===== config.mk =====
export PLATFORM = sky130hd
export DESIGN_NAME = sql_query_tokenizer
export DESIGN_NICKNAME = d
export VERILOG_FILES = /design/src/sv/sqt_pkg.sv /design/src/sv/sql_query_tokenizer.sv
export SDC_FILE = /design/constraint.sdc
export NUM_CORES = 1
export LEC_CHECK = 0
export BUFFER_PORTS_ARGS = -buffer_cell sky130_fd_sc_hd__buf_2
export CAP_MARGIN = 25
export CORE_UTILIZATION = 43
export CTS_BUF_LIST = sky130_fd_sc_hd__clkbuf_4 sky130_fd_sc_hd__clkbuf_8
export DETAILED_ROUTE_END_ITERATION = 8
export GPL_TIMING_DRIVEN = 0
export MAX_ROUTING_LAYER = met4
export SLEW_MARGIN = 40
export SYNTH_ARGS = -nofsm -noshare
export SYNTH_HDL_FRONTEND = slang
export SYNTH_SLANG_ARGS = --single-unit
export TNS_END_PERCENT = 100

===== constraint.sdc =====
create_clock -name clk -period 6.59 [get_ports clk]
set_input_delay 1.6475 -clock clk [delete_from_list [all_inputs] [get_ports clk]]
set_output_delay 1.6475 -clock clk [all_outputs]
set_load 0.005 [all_outputs]

===== src/sv/sqt_pkg.sv =====
// ----------------------------------------------------------------------------
// sqt_pkg
// shared types and constants of the query text tokenizer
// ----------------------------------------------------------------------------
package sqt_pkg;

    localparam int POSITION_BITS_DEF     = 16;
    localparam int KEYWORD_MAX_CHARS_DEF = 6;

    localparam logic [5:0] K_LPAR   = 6'd8;
    localparam logic [5:0] K_RPAR   = 6'd9;
    localparam logic [5:0] K_PLUS   = 6'd10;
    localparam logic [5:0] K_MINUS  = 6'd11;
    localparam logic [5:0] K_STAR   = 6'd12;
    localparam logic [5:0] K_COMMA  = 6'd13;
    localparam logic [5:0] K_SLASH  = 6'd14;
    localparam logic [5:0] K_EQ     = 6'd15;
    localparam logic [5:0] K_GE     = 6'd21;
    localparam logic [5:0] K_LE     = 6'd22;
    localparam logic [5:0] K_GT     = 6'd23;
    localparam logic [5:0] K_LT     = 6'd24;
    localparam logic [5:0] K_NE     = 6'd36;
    localparam logic [5:0] K_NUMBER = 6'd37;
    localparam logic [5:0] K_IDENT  = 6'd38;
    localparam logic [5:0] K_STRING = 6'd39;

    localparam logic [2:0] G_NONE    = 3'd0;
    localparam logic [2:0] G_SPECIAL = 3'd2;
    localparam logic [2:0] G_ARITH   = 3'd3;
    localparam logic [2:0] G_REL     = 3'd4;
    localparam logic [2:0] G_LITERAL = 3'd6;

    localparam logic [1:0] E_NONE     = 2'd0;
    localparam logic [1:0] E_UNEXP    = 2'd1;
    localparam logic [1:0] E_UNCLOSED = 2'd2;

    typedef enum logic [7:0] {
        M_IDLE   = 8'b0000_0001,
        M_NUMBER = 8'b0000_0010,
        M_WORD   = 8'b0000_0100,
        M_STRING = 8'b0000_1000,
        M_GT     = 8'b0001_0000,
        M_BANG   = 8'b0010_0000,
        M_EQ     = 8'b0100_0000,
        M_DROP   = 8'b1000_0000
    } mode_t;

    typedef struct packed {
        logic [5:0]  kind;
        logic [2:0]  group;
        logic [15:0] start;
        logic [15:0] length;
        logic [1:0]  err;
    } token_t;

    localparam int NUM_KW = 25;

    typedef struct packed {
        logic [63:0] name;   // first char in low byte, zero padded
        logic [3:0]  len;
        logic [5:0]  kind;
        logic [2:0]  group;
    } kw_t;

    function automatic kw_t kw_entry(input int i);
        kw_t e;
        unique case (i)
            0:  e = '{64'h0000_5443_454C_4553, 4'd6, 6'd0,  3'd0};
            1:  e = '{64'h0000_5452_4553_4E49, 4'd6, 6'd1,  3'd0};
            2:  e = '{64'h0000_4554_454C_4544, 4'd6, 6'd2,  3'd0};
            3:  e = '{64'h0000_4554_4144_5055, 4'd6, 6'd3,  3'd0};
            4:  e = '{64'h0000_0000_4D4F_5246, 4'd4, 6'd4,  3'd0};
            5:  e = '{64'h0000_0045_5245_4857, 4'd5, 6'd5,  3'd0};
            6:  e = '{64'h0000_0000_0044_4E41, 4'd3, 6'd6,  3'd1};
            7:  e = '{64'h0000_0000_0000_524F, 4'd2, 6'd7,  3'd1};
            8:  e = '{64'h0000_0052_4550_5055, 4'd5, 6'd16, 3'd5};
            9:  e = '{64'h0000_0052_4557_4F4C, 4'd5, 6'd17, 3'd5};
            10: e = '{64'h0000_0000_0058_414D, 4'd3, 6'd18, 3'd5};
            11: e = '{64'h0000_0000_004E_494D, 4'd3, 6'd19, 3'd5};
            12: e = '{64'h0000_0000_0047_5641, 4'd3, 6'd20, 3'd5};
            13: e = '{64'h0000_0000_4555_5254, 4'd4, 6'd25, 3'd6};
            14: e = '{64'h0000_0045_534C_4146, 4'd5, 6'd25, 3'd6};
            15: e = '{64'h0000_0000_0000_5341, 4'd2, 6'd26, 3'd0};
            16: e = '{64'h0000_0052_4544_524F, 4'd5, 6'd27, 3'd0};
            17: e = '{64'h0000_0000_0000_5942, 4'd2, 6'd28, 3'd0};
            18: e = '{64'h0000_0000_0043_5341, 4'd3, 6'd29, 3'd0};
            19: e = '{64'h0000_0000_4353_4544, 4'd4, 6'd30, 3'd0};
            20: e = '{64'h0000_0054_494D_494C, 4'd5, 6'd31, 3'd0};
            21: e = '{64'h0000_0000_454B_494C, 4'd4, 6'd32, 3'd4};
            22: e = '{64'h0000_0050_554F_5247, 4'd5, 6'd33, 3'd0};
            23: e = '{64'h0000_0000_0054_4F4E, 4'd3, 6'd34, 3'd7};
            24: e = '{64'h0000_0000_4554_4144, 4'd4, 6'd35, 3'd5};
            default: e = '0;
        endcase
        return e;
    endfunction

endpackage


===== src/sv/sql_query_tokenizer.sv =====
// ----------------------------------------------------------------------------
// sql_query_tokenizer
// streaming lexer: query text bytes in, tokens out
// ----------------------------------------------------------------------------
// One text byte is taken per cycle and gives zero, one or two tokens. Tokens
// are classified combinationally from the scan state and the registered byte,
// including a parallel compare of the buffered word against all keywords, and
// go into a two-entry result register. A byte is taken whenever that register
// has room for two tokens, so sustained rate is one byte per cycle as long as
// tokens are drained at one per cycle; a byte that ends two tokens at once
// holds the next byte back until the register has room for two tokens again.
module sql_query_tokenizer #(
    parameter int POSITION_BITS     = sqt_pkg::POSITION_BITS_DEF,
    parameter int KEYWORD_MAX_CHARS = sqt_pkg::KEYWORD_MAX_CHARS_DEF
) (
    input  logic        clk,
    input  logic        rst_n,
    input  logic        in_valid,
    output logic        in_ready,
    input  logic [7:0]  text_byte,
    input  logic        end_of_text,
    output logic        out_valid,
    input  logic        out_ready,
    output logic [5:0]  token_kind,
    output logic [2:0]  token_class,
    output logic [15:0] text_start,
    output logic [15:0] text_length,
    output logic [1:0]  error_code,
    output logic        statement_end,
    output logic        run_last
);

    localparam int PB = POSITION_BITS;
    localparam int KB = $clog2(KEYWORD_MAX_CHARS);

    typedef logic [PB-1:0] pos_t;

    // input register
    logic       iv_reg;
    logic [7:0] ib_reg;
    logic       il_reg;

    // scan state
    sqt_pkg::mode_t mode_reg, mode_next;
    logic [7:0] wbuf_reg [KEYWORD_MAX_CHARS];
    logic       wlong_reg, wlong_next;
    pos_t       tbeg_reg, tbeg_next;
    pos_t       bpos_reg, bpos_next;

    // result queue, two entries
    sqt_pkg::token_t q_tok_reg [2];
    logic            q_se_reg  [2];
    logic            q_rl_reg  [2];
    logic [1:0]      q_cnt_reg;
    logic            q_head_reg;

    logic process;
    logic pop;
    logic [1:0] free_slots;

    assign pop        = out_valid && out_ready;
    assign free_slots = 2'd2 - q_cnt_reg;
    // the held byte is processed only if two tokens would fit
    assign process    = iv_reg && (free_slots == 2'd2 || (pop && q_cnt_reg == 2'd1));
    assign in_ready   = !iv_reg || process;

    always_ff @(posedge clk or negedge rst_n)
    begin
        if (!rst_n)
        begin
            iv_reg <= 1'b0;
        end
        else if (in_ready)
        begin
            iv_reg <= in_valid;
        end
    end

    always_ff @(posedge clk)
    begin
        if (in_ready && in_valid)
        begin
            ib_reg <= text_byte;
            il_reg <= end_of_text;
        end
    end

    // byte classes
    logic [7:0] c;
    logic is_letter, is_digit, word_char;
    assign c         = ib_reg;
    assign is_letter = (c >= 8'h41 && c <= 8'h5A) || (c >= 8'h61 && c <= 8'h7A);
    assign is_digit  = c >= 8'h30 && c <= 8'h39;
    assign word_char = is_letter || c == 8'h5F;

    pos_t pos, span, span_last;
    assign pos       = bpos_reg;
    assign span      = pos - tbeg_reg;

    function automatic logic [15:0] w16(input pos_t v);
        logic [31:0] t;
        t = 32'(v);
        return t[15:0];
    endfunction

    // word match against keywords
    function automatic sqt_pkg::token_t word_tok(input pos_t len, input logic lng,
                                                 input pos_t beg,
                                                 input logic [8*KEYWORD_MAX_CHARS-1:0] buf_v);
        sqt_pkg::token_t t;
        sqt_pkg::kw_t    e;
        logic            hit;
        t   = '{sqt_pkg::K_IDENT, sqt_pkg::G_LITERAL, w16(beg), w16(len), sqt_pkg::E_NONE};
        hit = 1'b0;
        for (int i = 0; i < sqt_pkg::NUM_KW; i++)
        begin
            e = sqt_pkg::kw_entry(i);
            if (!hit && !lng && len == pos_t'(e.len)
                && (((buf_v ^ (8*KEYWORD_MAX_CHARS)'(e.name))
                     & ~({8*KEYWORD_MAX_CHARS{1'b1}} << (8*32'(e.len)))) == '0))
            begin
                hit     = 1'b1;
                t.kind  = e.kind;
                t.group = e.group;
            end
        end
        return t;
    endfunction

    logic [8*KEYWORD_MAX_CHARS-1:0] wflat, wflat_upd;
    logic [7:0] folded;
    logic       store_ok;
    logic       wlong_upd;
    assign folded = is_letter ? (c & 8'hDF) : c;

    always_comb
    begin
        for (int i = 0; i < KEYWORD_MAX_CHARS; i++)
        begin
            wflat[8*i +: 8] = wbuf_reg[i];
        end
    end

    sqt_pkg::token_t r_tok [2];
    logic            r_v   [2];
    logic            fresh;
    logic [KB-1:0]   widx;
    logic            wwe;
    sqt_pkg::mode_t  m1;
    pos_t            tb1;
    sqt_pkg::token_t t0, t1;
    logic            v0, v1;

    always_comb
    begin
        t0 = '0; t1 = '0; v0 = 1'b0; v1 = 1'b0;
        fresh = 1'b0;
        m1 = mode_reg;
        tb1 = tbeg_reg;
        wlong_upd = wlong_reg;
        wflat_upd = wflat;
        wwe = 1'b0;
        widx = '0;
        store_ok = 1'b0;
        unique case (mode_reg)
            sqt_pkg::M_DROP: ;
            sqt_pkg::M_STRING:
            begin
                if (c == 8'h22)
                begin
                    t0 = '{sqt_pkg::K_STRING, sqt_pkg::G_LITERAL, w16(tbeg_reg + pos_t'(1)),
                           w16(span - pos_t'(1)), sqt_pkg::E_NONE};
                    v0 = 1'b1;
                    m1 = sqt_pkg::M_IDLE;
                end
            end
            sqt_pkg::M_NUMBER:
            begin
                if (!(is_digit || c == 8'h2E))
                begin
                    t0 = '{sqt_pkg::K_NUMBER, sqt_pkg::G_LITERAL, w16(tbeg_reg), w16(span),
                           sqt_pkg::E_NONE};
                    v0 = 1'b1;
                    fresh = 1'b1;
                end
            end
            sqt_pkg::M_WORD:
            begin
                if (word_char)
                begin
                    if (span < pos_t'(KEYWORD_MAX_CHARS))
                    begin
                        store_ok = 1'b1;
                        widx = span[KB-1:0];
                        wflat_upd[8*32'(widx) +: 8] = folded;
                    end
                    else
                    begin
                        wlong_upd = 1'b1;
                    end
                end
                else
                begin
                    t0 = word_tok(span, wlong_reg, tbeg_reg, wflat);
                    v0 = 1'b1;
                    fresh = 1'b1;
                end
            end
            sqt_pkg::M_GT:
            begin
                v0 = 1'b1;
                if (c == 8'h3D)
                begin
                    t0 = '{sqt_pkg::K_GE, sqt_pkg::G_REL, w16(tbeg_reg), 16'd2, sqt_pkg::E_NONE};
                    m1 = sqt_pkg::M_IDLE;
                end
                else
                begin
                    t0 = '{sqt_pkg::K_GT, sqt_pkg::G_REL, w16(tbeg_reg), 16'd1, sqt_pkg::E_NONE};
                    fresh = 1'b1;
                end
            end
            sqt_pkg::M_BANG:
            begin
                v0 = 1'b1;
                if (c == 8'h3D)
                begin
                    t0 = '{sqt_pkg::K_NE, sqt_pkg::G_REL, w16(tbeg_reg), 16'd2, sqt_pkg::E_NONE};
                    m1 = sqt_pkg::M_IDLE;
                end
                else
                begin
                    t0 = '{6'd0, sqt_pkg::G_NONE, w16(tbeg_reg), 16'd0, sqt_pkg::E_UNEXP};
                    m1 = sqt_pkg::M_DROP;
                end
            end
            sqt_pkg::M_EQ:
            begin
                v0 = 1'b1;
                if (c == 8'h3C)
                begin
                    t0 = '{sqt_pkg::K_LE, sqt_pkg::G_REL, w16(tbeg_reg), 16'd2, sqt_pkg::E_NONE};
                    m1 = sqt_pkg::M_IDLE;
                end
                else
                begin
                    t0 = '{sqt_pkg::K_EQ, sqt_pkg::G_REL, w16(tbeg_reg), 16'd1, sqt_pkg::E_NONE};
                    fresh = 1'b1;
                end
            end
            default: fresh = 1'b1;
        endcase

        if (fresh)
        begin
            m1  = sqt_pkg::M_IDLE;
            tb1 = pos;
            t1  = '{6'd0, sqt_pkg::G_NONE, w16(pos), 16'd1, sqt_pkg::E_NONE};
            priority if (is_digit)
                m1 = sqt_pkg::M_NUMBER;
            else if (is_letter)
            begin
                m1 = sqt_pkg::M_WORD;
                wlong_upd = 1'b0;
                store_ok = 1'b1;
                widx = '0;
                wflat_upd[7:0] = folded;
            end
            else if (c == 8'h22)
                m1 = sqt_pkg::M_STRING;
            else if (c == 8'h28) begin t1.kind = sqt_pkg::K_LPAR;  t1.group = sqt_pkg::G_SPECIAL; v1 = 1'b1; end
            else if (c == 8'h29) begin t1.kind = sqt_pkg::K_RPAR;  t1.group = sqt_pkg::G_SPECIAL; v1 = 1'b1; end
            else if (c == 8'h2C) begin t1.kind = sqt_pkg::K_COMMA; t1.group = sqt_pkg::G_SPECIAL; v1 = 1'b1; end
            else if (c == 8'h2D) begin t1.kind = sqt_pkg::K_MINUS; t1.group = sqt_pkg::G_SPECIAL; v1 = 1'b1; end
            else if (c == 8'h2B) begin t1.kind = sqt_pkg::K_PLUS;  t1.group = sqt_pkg::G_ARITH;   v1 = 1'b1; end
            else if (c == 8'h2A) begin t1.kind = sqt_pkg::K_STAR;  t1.group = sqt_pkg::G_ARITH;   v1 = 1'b1; end
            else if (c == 8'h2F) begin t1.kind = sqt_pkg::K_SLASH; t1.group = sqt_pkg::G_ARITH;   v1 = 1'b1; end
            else if (c == 8'h3C) begin t1.kind = sqt_pkg::K_LT;    t1.group = sqt_pkg::G_REL;     v1 = 1'b1; end
            else if (c == 8'h3E)
                m1 = sqt_pkg::M_GT;
            else if (c == 8'h21)
                m1 = sqt_pkg::M_BANG;
            else if (c == 8'h3D)
                m1 = sqt_pkg::M_EQ;
            else if (c != 8'h20)
            begin
                t1 = '{6'd0, sqt_pkg::G_NONE, w16(pos), 16'd0, sqt_pkg::E_UNEXP};
                v1 = 1'b1;
                m1 = sqt_pkg::M_DROP;
            end
            else
                m1 = sqt_pkg::M_IDLE;
        end

        // length of the pending token including this byte
        span_last = pos + pos_t'(1) - tb1;

        // end of text flush
        if (il_reg)
        begin
            unique case (m1)
                sqt_pkg::M_NUMBER:
                begin
                    t1 = '{sqt_pkg::K_NUMBER, sqt_pkg::G_LITERAL, w16(tb1), w16(span_last),
                           sqt_pkg::E_NONE};
                    v1 = 1'b1;
                end
                sqt_pkg::M_WORD:
                begin
                    t1 = word_tok(span_last, wlong_upd, tb1, wflat_upd);
                    v1 = 1'b1;
                end
                sqt_pkg::M_STRING:
                begin
                    t1 = '{6'd0, sqt_pkg::G_NONE, w16(tb1), 16'd0, sqt_pkg::E_UNCLOSED};
                    v1 = 1'b1;
                end
                sqt_pkg::M_GT:
                begin
                    t1 = '{sqt_pkg::K_GT, sqt_pkg::G_REL, w16(tb1), 16'd1, sqt_pkg::E_NONE};
                    v1 = 1'b1;
                end
                sqt_pkg::M_EQ:
                begin
                    t1 = '{sqt_pkg::K_EQ, sqt_pkg::G_REL, w16(tb1), 16'd1, sqt_pkg::E_NONE};
                    v1 = 1'b1;
                end
                sqt_pkg::M_BANG:
                begin
                    t1 = '{6'd0, sqt_pkg::G_NONE, w16(tb1), 16'd0, sqt_pkg::E_UNEXP};
                    v1 = 1'b1;
                end
                default: ;
            endcase
            mode_next  = sqt_pkg::M_IDLE;
            wlong_next = 1'b0;
            tbeg_next  = '0;
            bpos_next  = '0;
        end
        else
        begin
            mode_next  = m1;
            wlong_next = wlong_upd;
            tbeg_next  = tb1;
            bpos_next  = pos + pos_t'(1);
        end
        wwe = store_ok;

        // compact the two slots
        if (v0)
        begin
            r_tok[0] = t0; r_v[0] = 1'b1;
            r_tok[1] = t1; r_v[1] = v1;
        end
        else
        begin
            r_tok[0] = t1; r_v[0] = v1;
            r_tok[1] = t1; r_v[1] = 1'b0;
        end
    end

    always_ff @(posedge clk or negedge rst_n)
    begin
        if (!rst_n)
        begin
            mode_reg  <= sqt_pkg::M_IDLE;
            wlong_reg <= 1'b0;
            tbeg_reg  <= '0;
            bpos_reg  <= '0;
        end
        else if (process)
        begin
            mode_reg  <= mode_next;
            wlong_reg <= wlong_next;
            tbeg_reg  <= tbeg_next;
            bpos_reg  <= bpos_next;
        end
    end

    always_ff @(posedge clk)
    begin
        if (process && wwe)
        begin
            wbuf_reg[widx] <= folded;
        end
    end

    // result queue
    logic [1:0] n_new;
    logic       tail;
    logic [1:0] cnt_after_pop;
    logic       head_after_pop;
    assign n_new          = process ? (2'(r_v[0]) + 2'(r_v[1])) : 2'd0;
    assign cnt_after_pop  = q_cnt_reg - 2'(pop);
    assign head_after_pop = q_head_reg ^ pop;
    assign tail           = head_after_pop ^ cnt_after_pop[0];

    always_ff @(posedge clk or negedge rst_n)
    begin
        if (!rst_n)
        begin
            q_cnt_reg  <= 2'd0;
            q_head_reg <= 1'b0;
        end
        else
        begin
            q_cnt_reg  <= cnt_after_pop + n_new;
            q_head_reg <= head_after_pop;
        end
    end

    always_ff @(posedge clk)
    begin
        if (n_new != 2'd0)
        begin
            q_tok_reg[tail] <= r_tok[0];
            q_se_reg[tail]  <= il_reg && !r_v[1];
            q_rl_reg[tail]  <= !r_v[1];
        end
        if (n_new == 2'd2)
        begin
            q_tok_reg[!tail] <= r_tok[1];
            q_se_reg[!tail]  <= il_reg;
            q_rl_reg[!tail]  <= 1'b1;
        end
    end

    assign out_valid     = q_cnt_reg != 2'd0;
    assign token_kind    = q_tok_reg[q_head_reg].kind;
    assign token_class   = q_tok_reg[q_head_reg].group;
    assign text_start    = q_tok_reg[q_head_reg].start;
    assign text_length   = q_tok_reg[q_head_reg].length;
    assign error_code    = q_tok_reg[q_head_reg].err;
    assign statement_end = q_se_reg[q_head_reg];
    assign run_last      = q_rl_reg[q_head_reg];

    // checks
    a_cnt_bound: assert property (@(posedge clk) disable iff (!rst_n)
        q_cnt_reg <= 2'd2) else $error("queue overflow");

    a_no_overflow: assert property (@(posedge clk) disable iff (!rst_n)
        process |-> (cnt_after_pop + n_new) <= 2'd2) else $error("queue overrun");

    a_pos_reset: assert property (@(posedge clk) disable iff (!rst_n)
        (process && il_reg) |=> (bpos_reg == '0 && mode_reg == sqt_pkg::M_IDLE))
        else $error("no return to idle");

    a_se_last: assert property (@(posedge clk) disable iff (!rst_n)
        (out_valid && statement_end) |-> run_last) else $error("statement end not last");

endmodule

==> run_results.csv <==
group,metric,value,unit
status,status,"completed",
sta,slew_violations,0,
critical_path,r2r-end,"q_tok_reg[0][39]$_DFFE_PP_",
sta,finalClockSkew,0.0262,ns
layout,fin_cells,2671,
place,portBuffers,59,
synthesis,yosys_warnings,0,
detailed_routing,vias_per_cell,6.70,
place,place_congestion,1.07,
clock_tree,clock_latency,0.57,ns
critical_path,reg2reg_slack,0.07,ns
sta,fmax,0.153,GHz
floorplanning,start_util,43.8,%
global_routing,antenna_found_initial,2,
detailed_routing,drc,0,
synthesis,ys_seq_area_share,33.3,%
detailed_routing,vias,17900,
floorplanning,core,37800,sq um
detailed_routing,first_pass_iters,6,
critical_path,cp-start-kind,"flop",
layout,drive_gt1_share,18.4,%
detailed_routing,drt_iter0_markers,2722,
sta,min_period_over_period,98.9,%
synthesis,ys_ff_latch,192,
synthesis,ys.flop_type,"edfxtp_1",
synthesis,async_flop_share,23.4,%
critical_path,critPathMaxFanout,10,
synthesis,syn_area_per_cell,8.26,sq um
critical_path,r2r-start,"c[4]$_DFFE_PP_",
place,hpwlAfterDp,60500,um
synthesis,synthesis.instances,2007,
global_routing,grt_pass1_vias,16100,
worst_hold_path,hp-class,"reg -> reg",
floorplanning,die_w,198,um
clock_tree,ctsHoldBuffers,0,
critical_path,startpoint,"c[4]$_DFFE_PP_",
global_routing,grt_pass1_wl,109000,um
clock_tree,cts_buffers,17,
flow_run,maxCapViolCount,0,
detailed_routing,drt_wl_total,76200,um
sta,final-setup-viol-count,0,
clock_tree,cts_sinks,192,
clock_tree,clock_path_buffers,2,
critical_path,critPathArrivalTime,6.84,ns
clock_tree,cts_tree,"done",
sta,period_needed,6.52,ns
detailed_routing,post_drt_wl_per_cell,28.5,um
critical_path,worstPathRequired,6.91,ns
layout,fin_nets,2196,
critical_path,r2r_cells,24,
floorplanning,num_rows,71,
layout,largest_reg_flops,86,
synthesis,synth_area,16600,sq um
layout,syn_to_final_growth,15.8,%
global_routing,grt_max_degree,46,
synthesis,synth_edf_count,145,
critical_path,critPathKind,"reg -> reg",
place,dp.cells,2587,
synthesis,ys_types,101,
power,powerDensity,411,nW/um^2
critical_path,crit_path_end_kind,"flop",
clock_tree,htreeDepth,4,
global_routing,grt_overflow,0,
worst_hold_path,min_from,"q_rl_reg[1]$_DFF_P_",
sta,relSlewSlack,41.7,%
floorplanning,die_h,198,um
sta,tightest_slew,0.866,ns
floorplanning,fp.dieArea,39400,sq um
floorplanning,io_pins,60,
clock_tree,root_buffer,"clkbuf_8",
sta,holdWs,0.539,ns
power,peakVddDrop,322,uV
power,total_power,7.89,mW
global_routing,grtUsageTotal,39.8,%
clock_tree,clk_pin_slew_worst_paths,0.12,ns
synthesis,synth_nets,2063,
critical_path,cp-endpoint,"q_tok_reg[0][39]$_DFFE_PP_",
detailed_routing,antenna_left,0,
power,power.leakage,6.81,nW
sta,hold_viol,0,
layout,fillers,3716,
## metal layers
metal	routed length, um	GRT usage [%]	vias to the layer above
met1	33200	57.3	8676
met2	30900	54.2	1193
met5	0	-	-
met4	1610	8.96	0
li1	-	-	7897
met3	10400	11.5	128
## worst min path at each step
stage          cells past startpoint                   to  slack (ns)
4_1_cts                            2  q_rl_reg[1]$_DFF_P_        0.53
2_1_floorplan                      2  q_rl_reg[1]$_DFF_P_        0.47
3_5_place_dp                       2  q_rl_reg[1]$_DFF_P_        0.51
3_3_place_gp                       2  q_rl_reg[1]$_DFF_P_        0.50
6_report                           2  q_rl_reg[1]$_DFF_P_        0.54
5_1_grt                            2  q_rl_reg[1]$_DFF_P_        0.55
## cell usage after synthesis, types with 12 or more instances
cell type / instances / area, sq um
a211oi_1: 19 / 143
a21o_1: 15 / 113
a21oi_1: 121 / 606
a22o_1: 38 / 333
a22oi_1: 18 / 135
a31oi_1: 24 / 150
and2_1: 18 / 113
and3_1: 55 / 344
clkbuf_1: 97 / 364
dfrtp_1: 44 / 1100
edfxtp_1: 145 / 4350
ha_1: 42 / 526
inv_1: 45 / 169
mux2_2: 60 / 676
mux2i_1: 35 / 350
nand2_1: 199 / 747
nand2b_1: 32 / 200
nand3_1: 98 / 490
nand4_1: 42 / 263
nor2_1: 196 / 736
nor2b_1: 25 / 156
nor3_1: 91 / 455
nor4_1: 42 / 263
nor4b_1: 12 / 105
o211ai_1: 24 / 180
o21ai_0: 132 / 661
o22ai_1: 32 / 200
or2_2: 21 / 131
or3_1: 21 / 131
xnor2_1: 31 / 272
xor2_1: 32 / 280
## per-stage QoR
stage | setup TNS, ns | worst slack, ns | utilization (%) | area, sq um
3_3_place_gp | -237.84 | -2.51 | 46.3 | 17500
3_5_place_dp | -77.72 | -1.98 | 47.0 | 17800
5_1_grt | -0.0355 | -0.0154 | 50.7 | 19200
2_1_floorplan | 0 | 0.0529 | - | 16600
4_1_cts | -0.0561 | -0.0321 | 49.4 | 18700
6_report | 0 | 0.0700 | 50.8 | 19200
## cells by family after synthesis
logic type	Yosys count	share of synthesized area, %
AOI/OAI and AO/OA	534	21.5
buffers and inverters	162	3.73
muxes	96	6.27
and+or+nand+nor	916	28.4
xor gates and xnor gates	64	3.46
DFF	192	33.3
adders and majority gates	43	3.29
## cells in the final DEF (no fill, tap or decap), drive strengths merged, types with 9 or more instances in the layout
cell,Yosys,routed
a211oi,19,19
a21o,15,15
a21oi,122,122
a22o,38,38
a22oi,18,18
a31oi,24,24
and2,19,19
and3,55,55
buf,16,142
clkbuf,98,103
clkinv,3,9
dfrtp,44,44
edfxtp,145,145
ha,42,42
inv,45,51
mux2,60,60
mux2i,36,36
nand2,200,200
nand2b,32,32
nand3,98,98
nand4,42,42
nor2,197,197
nor2b,26,26
nor3,91,91
nor3b,12,12
nor4,46,46
nor4b,12,12
o2111ai,9,9
o211ai,24,24
o21ai,136,136
o21bai,10,10
o22ai,32,32
o31ai,9,9
or2,22,22
or3,21,21
or4,9,9
xnor2,31,31
xor2,32,32
## critical path, cell delays in order, from the launching register on
cell      delay (ns)
edfxtp_1        0.57
buf_4           0.23
or3_1           0.35
o32a_1          0.18
o211ai_1        0.11
buf_4           0.23
and2_1          0.16
buf_6           0.19
nor2_4          0.07
buf_4           0.16
o21ai_4         0.21
ha_4            0.17
inv_1           0.06
o21ai_2         0.16
nor2_1          0.06
a311o_1         0.34
or4_1           0.48
and3_4          0.19
or4b_4          0.52
or2_4           0.28
or4_4           0.55
buf_4           0.19
o2111a_1        0.24
a32o_1          0.27
mux2_2          0.29
## final cells by class
cell class	count	area (sq um)	area share, %
clock inverter	15	184	0.958
multi-input combinational	1653	11100	57.8
inverter	48	188	0.977
antenna	7	17.5	0.0912
clock buffer	17	234	1.22
timing repair buffer	126	853	4.44
tap	511	639	3.33
sequential	192	5520	28.7
buffer	102	462	2.40
## timing repair
action | 4_1_cts | 5_1_grt
setup buffers | 35 | 22
gates cloned | 0 | 0
setup endpoints to repair | 88 | 83
pin swaps | 10 | 18
gates resized for setup | 68 | 86
## where the power goes
group / internal [mW] / switching [mW]
clock network: 0.290 / 0.524
logic: 1.77 / 3.51
registers: 1.66 / 0.137
total: 3.72 / 4.17
(Power assumes the default switching activity.)
